==> src/rtl/positional_insert_range_min_macros.svh <==
// Assertion macros shared by the positional insert and range minimum block.
`ifndef POSITIONAL_INSERT_RANGE_MIN_MACROS_SVH
`define POSITIONAL_INSERT_RANGE_MIN_MACROS_SVH

// Checked on every rising clock edge, including during reset.
`define PIRM_ASSERT(label, prop, msg) \
	label: assert property (@(posedge clk) prop) else $error(msg);

// Checked on every rising clock edge outside reset.
`define PIRM_ASSERT_RST(label, prop, msg) \
	label: assert property (@(posedge clk) disable iff (!arst_n) prop) else $error(msg);

`endif

==> src/rtl/pirm_pkg.sv <==
// Types and constants shared by the positional insert and range minimum block.
package pirm_pkg;

	localparam int DEF_CAPACITY = 1024;
	localparam int POS_W = 17;

	localparam logic signed [31:0] SENTINEL = 32'sd2000000000;

	localparam logic [1:0] ST_INSERTED = 2'd0;
	localparam logic [1:0] ST_ANSWERED = 2'd1;
	localparam logic [1:0] ST_FULL     = 2'd2;
	localparam logic [1:0] ST_EMPTY    = 2'd3;

	typedef logic [POS_W-1:0] pos_t;

	typedef struct packed {
		logic ins_en;
		pos_t ins_pos;
		pos_t q_lo;
		pos_t q_hi;
	} cell_ctrl_t;

endpackage

==> src/rtl/pirm_cell.sv <==
// One storage cell of the sequence chain with its stage of the running minimum.
module pirm_cell import pirm_pkg::*; #(
	parameter int INDEX = 0
) (
	input  logic               clk,
	input  cell_ctrl_t         ctrl,
	input  logic signed [31:0] value_in,
	input  logic signed [31:0] new_value,
	output logic signed [31:0] value_out,
	input  logic signed [31:0] min_in,
	output logic signed [31:0] min_out
);

	localparam pos_t IDX = pos_t'(INDEX);

	logic signed [31:0] value_q;
	logic signed [31:0] min_q;
	logic signed [31:0] cand;
	logic               in_rng;

	assign in_rng = (IDX >= ctrl.q_lo) && (IDX <= ctrl.q_hi);
	assign cand = in_rng ? value_q : SENTINEL;

	always_ff @(posedge clk) begin
		if (ctrl.ins_en) begin
			if (IDX == ctrl.ins_pos) begin
				value_q <= new_value;
			end else if (IDX > ctrl.ins_pos) begin
				value_q <= value_in;
			end
		end
		min_q <= (cand < min_in) ? cand : min_in;
	end

	assign value_out = value_q;
	assign min_out = min_q;

endmodule

==> config.mk <==
export PLATFORM = sky130hd
export DESIGN_NAME = pirm_cell
export DESIGN_NICKNAME = d
export VERILOG_FILES = /design/src/rtl/positional_insert_range_min_macros.svh /design/src/rtl/pirm_pkg.sv /design/src/rtl/pirm_cell.sv
export SDC_FILE = /design/constraint.sdc
export NUM_CORES = 1
export LEC_CHECK = 0
export CORE_MARGIN = 2
export CORE_UTILIZATION = 45
export DETAILED_ROUTE_END_ITERATION = 6
export DONT_BUFFER_PORTS = 1
export PLACE_DENSITY = 0.61
export SYNTH_ARGS = -nofsm -noshare
export SYNTH_HDL_FRONTEND = slang
export SYNTH_SLANG_ARGS = --single-unit
==> constraint.sdc <==
create_clock -name clk -period 7.3 [get_ports clk]
set_input_delay 0.73 -clock clk [delete_from_list [all_inputs] [get_ports clk]]
set_output_delay 0.73 -clock clk [all_outputs]
set_load 0.05 [all_outputs]
==> impl_metrics.env, run 1 <==
export IMPL_path_clk_slew_ns=0.07
export IMPL_finalSetupViolations=0
export IMPL_fin_crit_ns=4.71
export IMPL_htree_num_levels=3
export IMPL_place_hpwl_um=10000
export IMPL_setup_tns_ns=0
export IMPL_die_h_um=104
export IMPL_grt_pass1_wl_um=21400
export IMPL_hold_violations=0
export IMPL_syn_nets=698
export IMPL_insertedDiodeCount=0
export IMPL_p_clk_share_pct=37.1
export IMPL_synthTopCellsByCount="inv_1, nor3_1, nor2_1"
export IMPL_relSlewSlack_pct=31.8
export IMPL_fin_hold_ws_ns=0.546
export IMPL_wire_per_inst_um=21.3
export IMPL_rsz0062_at_grt="no"
export IMPL_cts_root_buffer="clkbuf_8"
export IMPL_vias=4026
export IMPL_final_max_slew_violation_count=0
export IMPL_required_ns=7.50
export IMPL_dieArea_um2=10700
export IMPL_drt_iter0_drc=366
export IMPL_antenna_found_initial=0
export IMPL_status="finished clean"
export IMPL_layout_drive_gt1_share_pct=13.8
export IMPL_power_total_uw=902
export IMPL_r2r_end="min_out[0]"
export IMPL_synth_async_reset_ratio_pct=0
export IMPL_maxCapViolations=0
export IMPL_max_freq_mhz=212
export IMPL_r2r_start="value_out[31]"
export IMPL_netlist_area_leader_share_pct=21.5
export IMPL_fin_crit_sh_pct=64.5
export IMPL_routed_wirelength_um=13700
export IMPL_globalRouteOverflowTotal=0
export IMPL_drcViolationCount=0
export IMPL_arrival_ns=4.91
export IMPL_met2_usage_pct=42.3
export IMPL_synth_top_cell_by_area="edfxtp_1"
export IMPL_synth_most_common_cell="inv_1"
export IMPL_place_inst=626
export IMPL_grt_max_degree=38
export IMPL_die_w_um=104
export IMPL_ys_seq_elements=64
export IMPL_hold_buffers=0
export IMPL_detailedRoute_firstPassIterationCount=7
export IMPL_crit_end="min_out[0]"
export IMPL_grt_use_met1_pct=31.0
export IMPL_synth_edf_count=32
export IMPL_finalNonFillerCells=642
export IMPL_syn_area_um2=4460
export IMPL_grt_pass1_vias=4028
export IMPL_initial_core_util_pct=46.1
export IMPL_synthTopCellsByArea="edfxtp_1, dfxtp_1, ha_1"
export IMPL_cts_setup_buffers=0
export IMPL_cp_start_kind="input pin"
export IMPL_ir_drop_mv=0.0777
export IMPL_power_frac_comb_pct=11.6
export IMPL_critPathMaxFanout=23
export IMPL_use_met3_pct=7.36
export IMPL_syn_inst=518
export IMPL_ctsResizeCount=0
export IMPL_criticalPathCategory="input pin to flip-flop"
export IMPL_synth_area_per_cell_um2=8.62
export IMPL_p_per_area_nw_per_um2=188
export IMPL_pwr_share_seq_pct=51.3
export IMPL_vias_per_cell=6.27
export IMPL_ys_seq_area_share_pct=35.9
export IMPL_gr_max_usage_layer="met2"
export IMPL_rr_worst_depth=10
export IMPL_tightest_slew_ns=1.02
export IMPL_coreArea_um2=9680
export IMPL_p_sw_share_pct=30.4
export IMPL_insertion_delay_ns=0.35
export IMPL_gp_congestion=0.854
export IMPL_synth_distinct_cells=40
export IMPL_final_nets=684
export IMPL_ant_nets=0
export IMPL_regToRegSetupSlack_ns=2.98
export IMPL_port_buffers=0
export IMPL_finish_utilization_pct=49.5
export IMPL_crit_path_end_kind="flip-flop"
export IMPL_clock_skew_final_ns=0.0121
export IMPL_p_int_uw=628
export IMPL_grt_usage_pct=25.2
export IMPL_power_net_switching_uw=274
export IMPL_rows=36
export IMPL_p_leak_nw=1.73
export IMPL_yosys_warnings=0
export IMPL_cts_inserted_buffers=9
export IMPL_area_growth_pct=7.49
export IMPL_synth_ff_type="edfxtp_1"
export IMPL_cts_buffer_depth=2
export IMPL_hold_class="input pin to flip-flop"
export IMPL_cts_sinks=64
export IMPL_cts_tree="yes"
export IMPL_startpoint="ctrl[23]"
export IMPL_io_pins=213
## power groups by stage
| stage | Combinational, mW | Sequential (mW) | Clock [mW] |
|---|---|---|---|
| floorplan | 0.0801 | 0.469 | 0 |
| global placement | 0.0994 | 0.471 | 0 |
| detailed placement | 0.103 | 0.471 | 0 |
| CTS | 0.103 | 0.463 | 0.341 |
| global route | 0.117 | 0.464 | 0.358 |
| finish | 0.105 | 0.463 | 0.335 |
## sequential cells by signal, indices dropped and copies added, names as in the netlist
register and flops:
min_out 32, value_out 32
## worst min-delay path by stage
stage	end	slack, ns	start	depth (start not counted)
after floorplan	min_out[0]	0.84	value_out[0]	2
after global placement	min_out[26]	0.89	min_in[26]	2
after detailed placement	min_out[25]	0.89	min_in[25]	2
after CTS	min_out[25]	0.53	min_in[25]	2
after global routing	min_out[25]	0.53	min_in[25]	2
final	min_out[25]	0.55	min_in[25]	2
## per-stage QoR
| step | instance area, µm² | worst slack (ns) |
|---|---|---|
| after floorplan | 4460 | 3.34 |
| after global placement | 4590 | 2.43 |
| after detailed placement | 4590 | 2.32 |
| after CTS | 4800 | 2.66 |
| after global routing | 4800 | 2.31 |
| final | 4800 | 2.59 |
## critical path, cell delays in order
cell and delay [ns]:
nor4_1 0.27, nand3_1 0.32, nor2_1 0.22, nand2_1 0.12, inv_1 0.12, ha_1 0.50
nand4_1 0.30, nor3_1 0.44, a221o_1 0.85, buf_4 0.33, nor3_1 0.06, nor4_1 0.47
o31ai_1 0.15
## cell usage in the layout (no fill, tap or decap), types with 2 or more instances in the layout
cell and n:
a2111oi_0 7, a211oi_1 23, a21oi_1 25, a31oi_1 12, and2_1 14, buf_4 12
bufinv_16 2, clkbuf_8 9, clkinvlp_4 2, dfxtp_1 32, edfxtp_1 32, ha_1 31
inv_1 50, mux2_2 32, nand2_1 28, nand2b_1 15, nand3_1 2, nand4_1 9
nor2_1 33, nor3_1 42, nor4_1 20, nor4_2 2, o211ai_1 3, o21ai_0 31
o221a_2 5, o221ai_1 7, o31a_1 7, or3_1 7
## per-layer routing
metal | wire length, µm | vias to the layer above
met4 | 314 | 0
met3 | 1250 | 22
met1 | 5470 | 1888
li1 | - | 1883
met5 | 0 | -
met2 | 6660 | 233
## layout make-up
cell class	instances	area, µm²
Sequential cell	64	1600
Clock inverter	6	83.8
Fill cell	904	4890
Clock buffer	10	128
Timing Repair Buffer	12	90.1
Tap cell	133	166
Multi-Input combinational cell	367	2540
Inverter	50	188
## cell families (layout without fill, tap and decap cells)
logic type,count (synthesis),in the layout,share of synthesized area (%)
AOI/OAI and AO/OA,128,128,19.5
muxes,32,32,8.07
buffers and inverters,87,78,7.71
and+or+nand+nor,176,176,20.2
DFF,64,64,35.9
adders and majority gates,31,31,8.69
Note: power is estimated with default switching activity, not from simulation.
==> run 2: changes to the inputs <==
==> constraint.sdc (replaced) <==
create_clock -name clk -period 4.6 [get_ports clk]
set_input_delay 0.46 -clock clk [delete_from_list [all_inputs] [get_ports clk]]
set_output_delay 0.46 -clock clk [all_outputs]
set_load 0.05 [all_outputs]
==> run 2 against run 1 <==
  * First-iteration DRC count decreased by 20%
  * Global-route usage decreased by 0.57 points
  * Register-to-register slack got worse by 2.1 ns
  * Critical path depth unchanged
  * Cell area increased by 1.1%
  * Power increased by 53%
  * Clock skew increased by 0.0028 ns
  * Clock power increased by 42%
  * Worst setup slack got worse by 1.9 ns
  * Via count decreased by 0.42%
  * Flip-flop and latch count unchanged
  * Largest power group unchanged
  * Highest routed layer unchanged
==> impl_metrics.env, run 2 (synthesis gave the netlist of run 1 again) <==
export IMPL_relSlewSlack_pct=36.8
export IMPL_p_leak_nw=1.77
export IMPL_crit_path_end_kind="flip-flop"
export IMPL_p_sw_share_pct=31.5
export IMPL_max_freq_mhz=255
export IMPL_ir_drop_mv=0.192
export IMPL_path_clk_slew_ns=0.07
export IMPL_power_frac_comb_pct=12.3
export IMPL_post_place_ws_ns=0.455
export IMPL_coreArea_um2=9680
export IMPL_finish_utilization_pct=50.1
export IMPL_drcViolationCount=0
export IMPL_maxCapViolations=0
export IMPL_area_growth_pct=8.63
export IMPL_cts_sinks=64
export IMPL_detailedRoute_firstPassIterationCount=5
export IMPL_p_per_area_nw_per_um2=284
export IMPL_grt_usage_pct=24.6
export IMPL_cts_setup_buffers=0
export IMPL_final_setup_worst_slack_ns=0.675
export IMPL_insertion_delay_ns=0.35
export IMPL_cts_tree="yes"
export IMPL_cp_slowest_stage_delay_ns=0.47
export IMPL_insertedDiodeCount=0
export IMPL_regToRegSetupSlack_ns=0.92
export IMPL_gp_congestion=0.886
export IMPL_cts_root_buffer="clkbuf_8"
export IMPL_wire_per_inst_um=20.8
export IMPL_fin_crit_sh_pct=85.3
export IMPL_clock_skew_final_ns=0.0149
export IMPL_port_buffers=0
export IMPL_cp_start_kind="input pin"
export IMPL_rsz0062_at_grt="no"
export IMPL_io_pins=213
export IMPL_path_cells="nor4_1 > nand3_1 > or2_2 > nor2_1 > inv_1 > ha_1 > nand4_1 > nor3_1 > a221o_1 > buf_4 > nor3_1 > nor4_1 > o31ai_1"
export IMPL_hold_class="input pin to flip-flop"
export IMPL_cts_inserted_buffers=9
export IMPL_num_fill_cells=916
export IMPL_cp_top_family="simple AND/OR/NAND/NOR gates"
export IMPL_grt_pass1_wl_um=20800
export IMPL_critPathMaxFanout=14
export IMPL_initial_core_util_pct=46.1
export IMPL_pwr_share_seq_pct=53.3
export IMPL_setup_tns_ns=0
export IMPL_crit_slowest_cell="a221o_1"
export IMPL_power_total_mw=1.38
export IMPL_globalRouteOverflowTotal=0
export IMPL_routed_wirelength_um=13600
export IMPL_place_hpwl_um=10200
export IMPL_ctsResizeCount=0
export IMPL_layout_commonest_cell="inv_1"
export IMPL_criticalPathCategory="input pin to flip-flop"
export IMPL_htree_num_levels=3
export IMPL_p_clk_share_pct=34.5
export IMPL_vias=4009
export IMPL_p_int_uw=945
export IMPL_power_net_switching_uw=434
export IMPL_final_nets=694
export IMPL_cts_buffer_depth=2
export IMPL_cp_buffers_inverters=2
export IMPL_die_w_um=104
export IMPL_required_ns=4.80
export IMPL_ant_nets=0
export IMPL_dieArea_um2=10700
export IMPL_hold_violations=0
export IMPL_die_h_um=104
export IMPL_drt_iter0_drc=291
export IMPL_rows=36
export IMPL_finalSetupViolations=0
export IMPL_grt_max_degree=41
export IMPL_layout_common_cells="inv_1, nor3_1, nor2_1"
export IMPL_tightest_slew_ns=0.940
export IMPL_fin_crit_ns=3.93
export IMPL_vias_per_cell=6.15
export IMPL_antenna_found_initial=0
export IMPL_hold_buffers=0
export IMPL_grt_pass1_vias=3945
export IMPL_final_max_slew_violation_count=0
export IMPL_layout_drive_gt1_share_pct=15.4
export IMPL_arrival_ns=4.12
export IMPL_status="finished clean"
run 2: routing by layer:
| layer | GRT usage, % | share of wire, % | wire (µm) |
|---|---|---|---|
| met1 | 30.1 | 40 | 5490 |
| met4 | 9.65 | 2.3 | 312 |
| met2 | 41.9 | 49 | 6620 |
| met5 | 0 | 0 | 0 |
| met3 | 6.10 | 8.5 | 1150 |
run 2: worst paths after layout:
check             depth (start not counted)          start     endpoint
hold reg to reg                           2   value_out[0]   min_out[0]
hold / removal                            2     min_in[24]  min_out[24]
setup reg to reg                          9  value_out[21]  min_out[19]
setup / recovery                         13       ctrl[27]   min_out[0]
run 2: layout make-up:
type	instances	area, µm²	share of cell area [%]
inverters	50	188	3.87
repair buffers	22	165	3.41
flip-flops and latches	64	1600	33.0
well taps	133	166	3.43
clock inverters	6	60.1	1.24
clock buffers	10	128	2.63
multi-input cells	367	2540	52.4
run 2: stage by stage:
stage	std cells	cell area, µm²	hold slack [ns]
after floorplan	518	4460	0.612
after global placement	636	4660	0.616
after detailed placement	636	4660	0.616
after CTS	652	4850	0.253
after global routing	652	4850	0.249
final	652	4850	0.266
run 2: power by group through the flow:
stage / Sequential (mW) / Combinational [mW] / Clock, mW
detailed placement: 0.748 / 0.166 / 0
floorplan: 0.744 / 0.127 / 0
finish: 0.734 / 0.169 / 0.475
global route: 0.737 / 0.188 / 0.508
global placement: 0.748 / 0.160 / 0
CTS: 0.735 / 0.167 / 0.486
==> run 3: changes to the inputs <==
==> constraint.sdc (replaced) <==
create_clock -name clk -period 4.7 [get_ports clk]
set_input_delay 0.47 -clock clk [delete_from_list [all_inputs] [get_ports clk]]
set_output_delay 0.47 -clock clk [all_outputs]
set_load 0.05 [all_outputs]
==> run 3 against run 2 <==
  * Count of clock-buffer cells in the layout stayed put
  * Clock power is 0.8% lower
  * Clock skew is 0.0031 ns lower
  * Routed wire length is 1.5% lower
  * Register-to-register slack better by 0.02 ns
==> impl_metrics.env, run 3 (synthesis gave the netlist of run 1 again) <==
export IMPL_tightest_slew_ns=0.959
export IMPL_status="finished clean"
export IMPL_maxCapViolations=0
export IMPL_vias_per_cell=6.21
export IMPL_stdcell_area_um2=4810
export IMPL_critPathMaxFanout=14
export IMPL_hold_class="input pin to flip-flop"
export IMPL_insertion_delay_ns=0.35
export IMPL_gr_max_usage_layer="met2"
export IMPL_io_pins=213
export IMPL_cts_root_buffer="clkbuf_8"
export IMPL_p_leak_nw=1.74
export IMPL_grt_pass1_wl_um=21300
export IMPL_final_nets=689
export IMPL_p_per_area_nw_per_um2=281
export IMPL_cts_buffer_depth=2
export IMPL_clock_skew_final_ns=0.0118
export IMPL_globalRouteOverflowTotal=0
export IMPL_cts_sinks=64
export IMPL_fin_crit_sh_pct=86.4
export IMPL_wire_per_inst_um=20.7
export IMPL_layout_drive_gt1_share_pct=14.6
export IMPL_cts_inserted_buffers=9
export IMPL_final_max_slew_violation_count=0
export IMPL_grt_max_degree=41
export IMPL_relSlewSlack_pct=35.6
export IMPL_required_ns=4.94
export IMPL_layout_common_cells="inv_1, nor3_1, nor2_1"
export IMPL_path_clk_slew_ns=0.08
export IMPL_place_hpwl_um=10100
export IMPL_grt_usage_pct=25.1
export IMPL_die_w_um=104
export IMPL_layout_commonest_cell="inv_1"
export IMPL_htree_num_levels=3
export IMPL_criticalPathCategory="input pin to flip-flop"
export IMPL_met2_usage_pct=41.5
export IMPL_antenna_found_initial=0
export IMPL_gp_congestion=0.877
export IMPL_dieArea_um2=10700
export IMPL_setup_tns_ns=0
export IMPL_use_met3_pct=5.35
export IMPL_routed_wirelength_um=13400
export IMPL_ir_drop_mv=0.125
export IMPL_area_growth_pct=7.79
export IMPL_hold_buffers=0
export IMPL_place_area_um2=4620
export IMPL_rsz0062_at_grt="no"
export IMPL_grt_pass1_vias=3972
export IMPL_drcViolationCount=0
export IMPL_drt_iter0_drc=354
export IMPL_die_h_um=104
export IMPL_crit_path_end_kind="flip-flop"
export IMPL_insertedDiodeCount=0
export IMPL_cts_tree="yes"
export IMPL_port_buffers=0
export IMPL_ctsResizeCount=0
export IMPL_initial_core_util_pct=46.1
export IMPL_grt_use_met1_pct=31.2
export IMPL_cp_start_kind="input pin"
export IMPL_coreArea_um2=9680
export IMPL_detailedRoute_firstPassIterationCount=5
export IMPL_hold_violations=0
export IMPL_ant_nets=0
export IMPL_finalSetupViolations=0
export IMPL_arrival_ns=4.30
export IMPL_cts_setup_buffers=0
export IMPL_power_total_mw=1.35
export IMPL_regToRegSetupSlack_ns=0.94
export IMPL_fin_crit_ns=4.06
export IMPL_max_freq_mhz=246
export IMPL_rows=36
export IMPL_vias=4020
## run 3: cell count changes in the layout (fill, tap and decap cells not counted)
cell and delta:
buf_4 -5
## run 3: worst paths after layout
path / from / depth (start not counted) / endpoint
worst max register to register: value_out[31] / 10 / min_out[0]
worst min register to register: value_out[0] / 2 / min_out[0]
worst min-delay path: min_in[26] / 2 / min_out[26]
worst max-delay path: ctrl[27] / 12 / min_out[27]
## run 3: worst max-delay path: stages
cell,delay (ns)
nor4_1,0.28
nand3_1,0.22
nor2_1,0.34
buf_4,0.24
and2_1,0.21
ha_1,0.28
a21oi_1,0.13
o21ai_0,0.24
a2111oi_4,0.40
a211o_1,0.45
nand4_1,0.54
o221a_2,0.49
## run 3: stage by stage
step	hold WS, ns	instances	setup WS [ns]	util [%]
finish	0.265	647	0.640	49.7
global route	0.256	647	0.333	49.7
CTS	0.257	647	0.658	49.7
detailed placement	0.627	631	0.300	47.7
global placement	0.627	631	0.367	47.7
floorplan	0.622	518	1.00	-
## run 3: area by class of cell
cell class / instances / area, µm²
timing repair buffer: 17 / 128
clock buffer: 10 / 128
multi-input combinational: 367 / 2540
inverter: 50 / 188
tap: 133 / 166
fill: 912 / 4870
clock inverter: 6 / 60.1
sequential: 64 / 1600
## run 3: report_power, final
| group | switching, mW | internal (mW) | total, mW |
|---|---|---|---|
| clock | 0.228 | 0.242 | 0.471 |
| sequential | 0.106 | 0.612 | 0.719 |
| combinational | 0.0934 | 0.0682 | 0.162 |
## run 3: per-layer routing
metal  vias up  routed length (µm)
li1       1888                   -
met1      1862                5440
met2       234                6400
met3        36                1070
met4         0                 459
met5         -                   0
